File: src/rtl/cpsc_pkg.sv
`timescale 1ns / 1ps
// ----------------------------------------------------------------------------
// Clamped PI speed controller package
// Shared word types, register indexes, fixed-point widths and limits.
// ----------------------------------------------------------------------------
package cpsc_pkg;

	// Width of the wide arithmetic inside the control law.
	localparam int ACC_W   = 36;
	// Integral sum, Q.8, range +-1280000.
	localparam int INT_W   = 22;
	// Stored output, Q.8; it lies between the previous value and the raw sum,
	// or in the hold band, so it stays within the raw sum's range of about +-4.75e9.
	localparam int PREV_W  = 34;
	localparam int SPEED_W = 16;
	localparam int GAIN_W  = 16;
	localparam int TRACK_W = 20;
	localparam int DRIVE_W = 16;
	localparam int INDEX_W = 8;
	localparam int FRAC_W  = 8;

	typedef logic [INDEX_W-1:0] cfg_index_t;

	localparam cfg_index_t REG_SETPOINT = 8'd0;
	localparam cfg_index_t REG_GAIN_P   = 8'd1;
	localparam cfg_index_t REG_GAIN_I   = 8'd2;
	localparam cfg_index_t REG_GAIN_D   = 8'd3;

	localparam logic signed [SPEED_W-1:0] SETPOINT_RST = 16'sd0;
	localparam logic [GAIN_W-1:0] GAIN_P_RST = 16'd2304;
	localparam logic [GAIN_W-1:0] GAIN_I_RST = 16'd179;
	localparam logic [GAIN_W-1:0] GAIN_D_RST = 16'd0;

	localparam logic [TRACK_W-1:0] TRACK_THRESHOLD = 20'd4000;
	localparam int ERR_LIMIT = 7000;

	// Limits in Q.8.
	localparam logic signed [ACC_W-1:0] INT_LIMIT  = ACC_W'(5000 * 256);
	localparam logic signed [ACC_W-1:0] SLEW_TIGHT = ACC_W'(5000 * 256);
	localparam logic signed [ACC_W-1:0] SLEW_WIDE  = ACC_W'(8000 * 256);
	localparam logic signed [ACC_W-1:0] HOLD_LOW   = ACC_W'(6000 * 256);
	localparam logic signed [ACC_W-1:0] HOLD_HIGH  = ACC_W'(10000 * 256);
	localparam logic signed [ACC_W-1:0] OUT_LIMIT  = ACC_W'(25000 * 256);

	typedef struct packed {
		logic signed [SPEED_W-1:0] measured_speed;
		logic [TRACK_W-1:0]        track_length;
		logic                      ramp_flag;
		logic                      hold_switch;
	} in_word_t;

	typedef struct packed {
		logic signed [DRIVE_W-1:0] drive_value;
		logic                      held;
	} out_word_t;

	typedef struct packed {
		logic signed [SPEED_W-1:0] setpoint;
		logic [GAIN_W-1:0]         gain_p;
		logic [GAIN_W-1:0]         gain_i;
		logic [GAIN_W-1:0]         gain_d;
	} cfg_regs_t;

	typedef struct packed {
		logic signed [INT_W-1:0]   integral_sum;
		logic signed [PREV_W-1:0]  previous_output;
		logic signed [SPEED_W-1:0] previous_speed;
	} loop_state_t;

endpackage

File: src/rtl/cpsc_in_if.sv
`timescale 1ns / 1ps
// ----------------------------------------------------------------------------
// Speed sample channel
// Valid/ready channel carrying one speed sample word per handshake.
// ----------------------------------------------------------------------------
interface cpsc_in_if;
	logic               valid;
	logic               ready;
	cpsc_pkg::in_word_t data;

	modport source (output valid, output data, input ready);
	modport sink (input valid, input data, output ready);
endinterface

File: src/rtl/cpsc_out_if.sv
`timescale 1ns / 1ps
// ----------------------------------------------------------------------------
// Drive result channel
// Valid/ready channel carrying one drive result word per handshake.
// ----------------------------------------------------------------------------
interface cpsc_out_if;
	logic                valid;
	logic                ready;
	cpsc_pkg::out_word_t data;

	modport source (output valid, output data, input ready);
	modport sink (input valid, input data, output ready);
endinterface

File: src/rtl/cpsc_cfg_if.sv
`timescale 1ns / 1ps
// ----------------------------------------------------------------------------
// Configuration write channel
// Valid/ready channel carrying a register index and its write data.
// ----------------------------------------------------------------------------
interface cpsc_cfg_if;
	logic                                 valid;
	logic                                 ready;
	cpsc_pkg::cfg_index_t                 index;
	logic [cpsc_pkg::GAIN_W-1:0]          wdata;

	modport source (output valid, output index, output wdata, input ready);
	modport sink (input valid, input index, input wdata, output ready);
endinterface

File: src/rtl/cpsc_datapath.sv
`timescale 1ns / 1ps
// ----------------------------------------------------------------------------
// Clamped PI speed controller datapath
// One pass of the control law: next loop state and the result word.
// ----------------------------------------------------------------------------
module cpsc_datapath (
	input  cpsc_pkg::in_word_t    word,
	input  cpsc_pkg::cfg_regs_t   regs,
	input  cpsc_pkg::loop_state_t cur,
	output cpsc_pkg::loop_state_t nxt,
	output cpsc_pkg::out_word_t   res
);

	localparam int ACC_W = cpsc_pkg::ACC_W;

	logic signed [16:0]      err_full;
	logic                    err_ok;
	logic signed [13:0]      err;
	logic signed [30:0]      prod_i;
	logic signed [30:0]      prod_p;
	logic signed [16:0]      drop;
	logic signed [33:0]      prod_d;
	logic signed [ACC_W-1:0] int_raw;
	logic signed [ACC_W-1:0] int_clamped;
	logic signed [ACC_W-1:0] sum;
	logic signed [ACC_W-1:0] prev_ext;
	logic signed [ACC_W-1:0] limit;
	logic signed [ACC_W-1:0] delta;
	logic signed [ACC_W-1:0] sum_lim;
	logic signed [ACC_W-1:0] held_val;
	logic signed [ACC_W-1:0] out_sat;
	logic signed [ACC_W-1:0] chosen;
	logic signed [ACC_W-1:0] biased;
	logic                    hold;

	always_comb begin
		// Error is zeroed when its magnitude is beyond the trust band.
		err_full = 17'($signed(regs.setpoint)) - 17'($signed(word.measured_speed));
		err_ok = (err_full <= 17'sd7000) && (err_full >= -17'sd7000);
		err = err_ok ? err_full[13:0] : 14'sd0;

		prod_i = $signed({1'b0, regs.gain_i}) * err;
		prod_p = $signed({1'b0, regs.gain_p}) * err;
		drop = 17'($signed(cur.previous_speed)) - 17'($signed(word.measured_speed));
		prod_d = $signed({1'b0, regs.gain_d}) * drop;

		// Anti-windup clamp on the integral.
		int_raw = ACC_W'($signed(cur.integral_sum)) + ACC_W'(prod_i);
		if (int_raw > cpsc_pkg::INT_LIMIT) begin
			int_clamped = cpsc_pkg::INT_LIMIT;
		end else if (int_raw < -cpsc_pkg::INT_LIMIT) begin
			int_clamped = -cpsc_pkg::INT_LIMIT;
		end else begin
			int_clamped = int_raw;
		end

		sum = int_clamped + ACC_W'(prod_p) + ACC_W'(prod_d);

		// Slew limit against the stored output.
		prev_ext = ACC_W'($signed(cur.previous_output));
		limit = (word.track_length > cpsc_pkg::TRACK_THRESHOLD) ?
			cpsc_pkg::SLEW_TIGHT : cpsc_pkg::SLEW_WIDE;
		delta = sum - prev_ext;
		if (delta > limit) begin
			sum_lim = prev_ext + limit;
		end else if (delta < -limit) begin
			sum_lim = prev_ext - limit;
		end else begin
			sum_lim = sum;
		end

		if (prev_ext < cpsc_pkg::HOLD_LOW) begin
			held_val = cpsc_pkg::HOLD_LOW;
		end else if (prev_ext > cpsc_pkg::HOLD_HIGH) begin
			held_val = cpsc_pkg::HOLD_HIGH;
		end else begin
			held_val = prev_ext;
		end

		if (sum_lim > cpsc_pkg::OUT_LIMIT) begin
			out_sat = cpsc_pkg::OUT_LIMIT;
		end else if (sum_lim < -cpsc_pkg::OUT_LIMIT) begin
			out_sat = -cpsc_pkg::OUT_LIMIT;
		end else begin
			out_sat = sum_lim;
		end

		hold = word.ramp_flag & word.hold_switch;
		chosen = hold ? held_val : out_sat;

		// Drop the fraction, truncating toward zero.
		biased = chosen + (chosen[ACC_W-1] ? ACC_W'(255) : ACC_W'(0));
		res.drive_value = biased[cpsc_pkg::FRAC_W +: cpsc_pkg::DRIVE_W];
		res.held = hold;

		nxt.integral_sum = int_clamped[cpsc_pkg::INT_W-1:0];
		nxt.previous_output = hold ? held_val[cpsc_pkg::PREV_W-1:0]
			: sum_lim[cpsc_pkg::PREV_W-1:0];
		nxt.previous_speed = hold ? cur.previous_speed : word.measured_speed;
	end

endmodule

File: src/rtl/clamped_pi_speed_controller.sv
`timescale 1ns / 1ps
// ----------------------------------------------------------------------------
// Clamped PI speed controller
// PI(D) speed loop with error gating, integral anti-windup, output slew
// limiting, hold-on-ramp and output saturation, one result per sample.
// ----------------------------------------------------------------------------
//
//   Channel   Direction  Word
//   sample    in         measured_speed, track_length, ramp_flag, hold_switch
//   result    out        drive_value, held
//   cfg       in         index, wdata (setpoint, gain_p, gain_i, gain_d)
//
// A sample is taken into an input register, and the whole control law is
// evaluated between that register and the result register, so one sample
// can be accepted every cycle while the result word is not stalled; its
// result word is loaded into the result register as soon as that register
// is free or being emptied. The loop state (integral, stored output,
// previous speed) is written on the same edge as the result register, so
// the next sample always sees it. When the result word stalls, an empty
// input register still takes one more sample before sample.ready drops.
// Reset clears the loop state to zero and returns the gains and setpoint to their defaults.
// ----------------------------------------------------------------------------
module clamped_pi_speed_controller (
	input  logic       clk,
	input  logic       arst_n,
	cpsc_in_if.sink    sample,
	cpsc_out_if.source result,
	cpsc_cfg_if.sink   cfg
);

	cpsc_pkg::cfg_regs_t   regs_q;
	cpsc_pkg::loop_state_t state_q;
	cpsc_pkg::loop_state_t state_nxt;
	cpsc_pkg::in_word_t    word_s1;
	logic                  valid_s1;
	cpsc_pkg::out_word_t   out_q;
	cpsc_pkg::out_word_t   out_nxt;
	logic                  out_valid_q;
	logic                  advance;
	logic                  fire;

	// Configuration is always accepted; unknown indexes are dropped.
	assign cfg.ready = 1'b1;

	always_ff @(posedge clk or negedge arst_n) begin
		if (!arst_n) begin
			regs_q.setpoint <= cpsc_pkg::SETPOINT_RST;
			regs_q.gain_p   <= cpsc_pkg::GAIN_P_RST;
			regs_q.gain_i   <= cpsc_pkg::GAIN_I_RST;
			regs_q.gain_d   <= cpsc_pkg::GAIN_D_RST;
		end else if (cfg.valid) begin
			unique case (cfg.index)
				cpsc_pkg::REG_SETPOINT: regs_q.setpoint <= $signed(cfg.wdata);
				cpsc_pkg::REG_GAIN_P:   regs_q.gain_p   <= cfg.wdata;
				cpsc_pkg::REG_GAIN_I:   regs_q.gain_i   <= cfg.wdata;
				cpsc_pkg::REG_GAIN_D:   regs_q.gain_d   <= cfg.wdata;
				default: begin
				end
			endcase
		end
	end

	// The input register moves on whenever the result register is free or
	// being emptied in this cycle.
	assign advance = !out_valid_q || result.ready;
	assign sample.ready = !valid_s1 || advance;
	assign fire = valid_s1 && advance;

	always_ff @(posedge clk or negedge arst_n) begin
		if (!arst_n) begin
			valid_s1 <= 1'b0;
		end else if (sample.valid && sample.ready) begin
			valid_s1 <= 1'b1;
		end else if (advance) begin
			valid_s1 <= 1'b0;
		end
	end

	always_ff @(posedge clk) begin
		if (sample.valid && sample.ready) begin
			word_s1 <= sample.data;
		end
	end

	cpsc_datapath u_datapath (
		.word (word_s1),
		.regs (regs_q),
		.cur  (state_q),
		.nxt  (state_nxt),
		.res  (out_nxt)
	);

	// Loop state is part of the behaviour, so it is reset to zero.
	always_ff @(posedge clk or negedge arst_n) begin
		if (!arst_n) begin
			state_q <= '0;
		end else if (fire) begin
			state_q <= state_nxt;
		end
	end

	always_ff @(posedge clk or negedge arst_n) begin
		if (!arst_n) begin
			out_valid_q <= 1'b0;
		end else if (fire) begin
			out_valid_q <= 1'b1;
		end else if (result.ready) begin
			out_valid_q <= 1'b0;
		end
	end

	always_ff @(posedge clk) begin
		if (fire) begin
			out_q <= out_nxt;
		end
	end

	assign result.valid = out_valid_q;
	assign result.data  = out_q;

endmodule

File: src/flat_wrapper.sv
// flat-port wrapper written by rule: the top's interface ports become plain ports
module clamped_pi_speed_controller_flat 
  (clk, arst_n, sample_valid, sample_data, sample_ready, result_valid, result_data, result_ready, cfg_valid, cfg_index, cfg_wdata, cfg_ready);
  cpsc_in_if sample_i ();
  cpsc_out_if result_i ();
  cpsc_cfg_if cfg_i ();
  input  logic clk;
  input  logic arst_n;
  input wire logic [$bits(sample_i.valid)-1:0] sample_valid;
  input wire logic [$bits(sample_i.data)-1:0] sample_data;
  output wire logic [$bits(sample_i.ready)-1:0] sample_ready;
  output wire logic [$bits(result_i.valid)-1:0] result_valid;
  output wire logic [$bits(result_i.data)-1:0] result_data;
  input wire logic [$bits(result_i.ready)-1:0] result_ready;
  input wire logic [$bits(cfg_i.valid)-1:0] cfg_valid;
  input wire logic [$bits(cfg_i.index)-1:0] cfg_index;
  input wire logic [$bits(cfg_i.wdata)-1:0] cfg_wdata;
  output wire logic [$bits(cfg_i.ready)-1:0] cfg_ready;
  assign sample_i.valid = sample_valid;
  assign sample_i.data = sample_data;
  assign sample_ready = sample_i.ready;
  assign result_valid = result_i.valid;
  assign result_data = result_i.data;
  assign result_i.ready = result_ready;
  assign cfg_i.valid = cfg_valid;
  assign cfg_i.index = cfg_index;
  assign cfg_i.wdata = cfg_wdata;
  assign cfg_ready = cfg_i.ready;
  clamped_pi_speed_controller u_core (.clk(clk), .arst_n(arst_n), .sample(sample_i), .result(result_i), .cfg(cfg_i));
endmodule
File: config.mk
export PLATFORM = sky130hd
export DESIGN_NAME = clamped_pi_speed_controller_flat
export DESIGN_NICKNAME = d
export VERILOG_FILES = /design/src/rtl/cpsc_pkg.sv /design/src/rtl/cpsc_in_if.sv /design/src/rtl/cpsc_out_if.sv /design/src/rtl/cpsc_cfg_if.sv /design/src/rtl/cpsc_datapath.sv /design/src/rtl/clamped_pi_speed_controller.sv /design/src/flat_wrapper.sv
export SDC_FILE = /design/constraint.sdc
export NUM_CORES = 2
export LEC_CHECK = 0
export ABC_AREA = 1
export BUFFER_PORTS_ARGS = -buffer_cell sky130_fd_sc_hd__buf_2
export CELL_PAD_IN_SITES_DETAIL_PLACEMENT = 0
export CELL_PAD_IN_SITES_GLOBAL_PLACEMENT = 1
export CORE_ASPECT_RATIO = 0.6
export CORE_UTILIZATION = 54
export DETAILED_ROUTE_END_ITERATION = 6
export GPL_TIMING_DRIVEN = 1
export PLACE_DENSITY = 0.95
export SLEW_MARGIN = 10
export SYNTH_ARGS = -nofsm -noshare
export SYNTH_HDL_FRONTEND = slang
export SYNTH_SLANG_ARGS = --single-unit
File: constraint.sdc
create_clock -name clk -period 37.9 [get_ports clk]
set_clock_uncertainty 0.05 [all_clocks]
set_input_delay 5.685 -clock clk [delete_from_list [all_inputs] [get_ports clk]]
set_output_delay 5.685 -clock clk [all_outputs]
set_load 0.02 [all_outputs]
==> impl_metrics.env <==
export IMPL_outcome="completed"
export IMPL_ant_nets=0
export IMPL_area_growth_pct=4.710
export IMPL_layout_min_cycle_time_ps=26990
export IMPL_cpMostUsedCell="inv_1"
export IMPL_synth_simple_area_share=0.1981
export IMPL_synth_edf_count=55
export IMPL_slowest_delay_ps=970
export IMPL_hold_ws_ps=449.3
export IMPL_clock_root_buffer="clkbuf_16"
export IMPL_synthXorXnorAreaFrac=0.02610
export IMPL_top_level_ports=87
export IMPL_nets=6597
export IMPL_grt_pass1_vias=34360
export IMPL_htree_num_levels=4
export IMPL_clockBufferDepth=2
export IMPL_drt_pass1_iter_count=7
export IMPL_die_x_um=360.8
export IMPL_synth_compound_area_frac=0.06357
export IMPL_tns_ps=0
export IMPL_die_y_um=217.3
export IMPL_yosys_most_used_dff="dfrtp_1"
export IMPL_r2r_start="u_core.word_s1[22]"
export IMPL_worstSetupPathType="reg2reg"
export IMPL_vias=35630
export IMPL_syn_area_um2=41710
export IMPL_start_util=0.5486
export IMPL_async_flop_share=0.7150
export IMPL_synth_top_family_by_area="adder cells"
export IMPL_post_cts_setup_buffers=0
export IMPL_slowest_stage="clkinv_1"
export IMPL_cap_violations=0
export IMPL_remaining_drc_errors=0
export IMPL_routedWlPerCell_um=20.62
export IMPL_synth_top_area_frac=0.3216
export IMPL_fmax_mhz=37.05
export IMPL_gp_congestion=1.043
export IMPL_yosysMostFrequentCell="inv_1"
export IMPL_max_slew_margin_rel=0.1816
export IMPL_drive_above_1_share=0.04785
export IMPL_cts_buffers=17
export IMPL_rsz0062_at_grt="false"
export IMPL_grt_pass1_wl_um=204900
export IMPL_synth_warnings=0
export IMPL_place_area_um2=43060
export IMPL_avgSynthCellArea_um2=7.650
export IMPL_syn_nets=6608
export IMPL_min_from="u_core.regs_q[63]"
export IMPL_overflow=0
export IMPL_synthAdderAreaFrac=0.4473
export IMPL_grt_max_degree=79
export IMPL_startpoint="u_core.word_s1[22]"
export IMPL_die_area_um2=78390
export IMPL_ys_top_cells_by_count="inv_1 (1381), nand2_1 (1181), fa_1 (670), nor2_1 (510), ha_1 (419)"
export IMPL_cts_tree="yes"
export IMPL_slew_viol_final=0
export IMPL_clk_latency_ps=490
export IMPL_final_core_util=0.5745
export IMPL_routed_wl_um=133100
export IMPL_coreArea_um2=76030
export IMPL_cts_resized_gates=0
export IMPL_ctsHoldBuffers=0
export IMPL_arrival_ps=27180
export IMPL_final_cell_area_um2=43670
export IMPL_cp_max_fo=29
export IMPL_antenna_found_initial=5
export IMPL_dp_hpwl_um=113400
export IMPL_synth_area_top_cells="fa_1 (32%), ha_1 (13%), inv_1 (12%)"
export IMPL_synthDistinctLibCells=68
export IMPL_drtIter0Drc=4230
export IMPL_ys_ff_latch=193
export IMPL_muxShareOfSynthArea=0
export IMPL_synthCells=5452
export IMPL_tightest_slew_ps=1225
export IMPL_clk_pin_slew_ps=90
export IMPL_start_kind="flop"
export IMPL_setup_viol=0
export IMPL_min_delay_path_class="reg2reg"
export IMPL_final_hold_viol_count=0
export IMPL_clock_sinks=193
export IMPL_cp_end_kind="flop"
export IMPL_yosysSeqAreaShare=0.1226
export IMPL_core_rowCount=78
export IMPL_track_usage=0.3469
export IMPL_yosys_area_top_type="fa_1"
export IMPL_viasPerCell=5.519
export IMPL_port_buffers=85
export IMPL_crit_required_ps=38090
export IMPL_final_period_utilization=0.7121
-- stage by stage --
step / worst slack (ps) / instances
2_1_floorplan: 16940 / 5452
3_3_place_gp: 12410 / 6422
3_5_place_dp: 11890 / 6422
4_1_cts: 11820 / 6454
5_1_grt: 9684 / 6454
6_report: 10910 / 6455
-- cells in the final DEF, fill, tap and decap left out, types with 5 or more instances in the layout --
master,count
a21o_1,8
a21oi_1,153
a31oi_1,6
buf_2,84
buf_4,40
clkbuf_16,17
clkinv_1,19
dfrtp_1,131
dfstp_2,7
edfxtp_1,55
fa_1,670
ha_1,419
inv_1,1380
inv_2,8
nand2_1,1181
nand2_2,18
nand2_4,5
nand3_1,160
nand3_2,11
nand3b_1,13
nand4_1,24
nor2_1,507
nor2_2,15
nor3_1,38
nor4_1,12
o211ai_1,9
o21a_1,5
o21ai_0,165
o21ai_1,26
o21bai_1,15
o221ai_1,8
o22ai_1,35
or2_2,21
xnor2_1,31
xor2_1,87
-- critical path: cells and delay by family (launching register included) --
family | cells | cell delay (ps)
AO/OA/AOI/OAI | 27 | 5280
XOR/XNOR | 5 | 1580
adder cells (fa/ha/maj) | 22 | 9330
buffers and inverters | 22 | 2910
flip-flops | 1 | 430
AND/OR/NAND/NOR | 34 | 7060
-- sequential cells by signal, summed over array words and instances (netlist names) --
register / count
u_core.result.valid: 1
u_core.state_q: 72
u_core.result.data: 17
u_core.word_s1: 38
u_core.valid_s1: 1
u_core.regs_q: 64
-- layer usage --
metal  GRT usage  part of all wire  vias to the layer above  wire (um)
li1            -                 -                    16220          -
met1      0.5402              0.46                    17230      61230
met2      0.4371              0.36                     1987      48580
met3      0.1549              0.16                      182      21530
met4     0.05035             0.013                        8       1730
met5           0           0.00038                        -         51
-- cell families (layout without fill, tap and decap cells) --
family / Yosys count / after routing
XOR/XNOR: 120 / 120
buffers and inverters: 1563 / 1565
other: 1 / 2
AO/OA/AOI/OAI: 467 / 467
adder cells (fa/ha/maj): 1089 / 1089
flip-flops: 193 / 193
AND/OR/NAND/NOR: 2019 / 2019
-- final cells by class --
cell class	count	area, um^2
Antenna cell	1	2.502
Clock buffer	17	425.4
Clock inverter	15	187.7
Fill cell	7084	32350
Inverter	1408	5288
Multi-Input combinational cell	3696	30670
Sequential cell	193	5114
Tap cell	1000	1251
Timing Repair Buffer	125	732.0
-- worst paths after layout --
check	slack, ps	cells past startpoint	end
max in group asynchronous	31100	2	u_core.state_q[50]
hold / removal	450	2	u_core.regs_q[63]
hold reg to reg	450	2	u_core.regs_q[63]
min in group asynchronous	5230	1	u_core.state_q[9]
setup / recovery	10910	110	u_core.result.data[1]
setup reg to reg	10910	110	u_core.result.data[1]
Power is not shown: default switching activity piles up to over one toggle a cycle in this logic, so the estimate is an artifact.
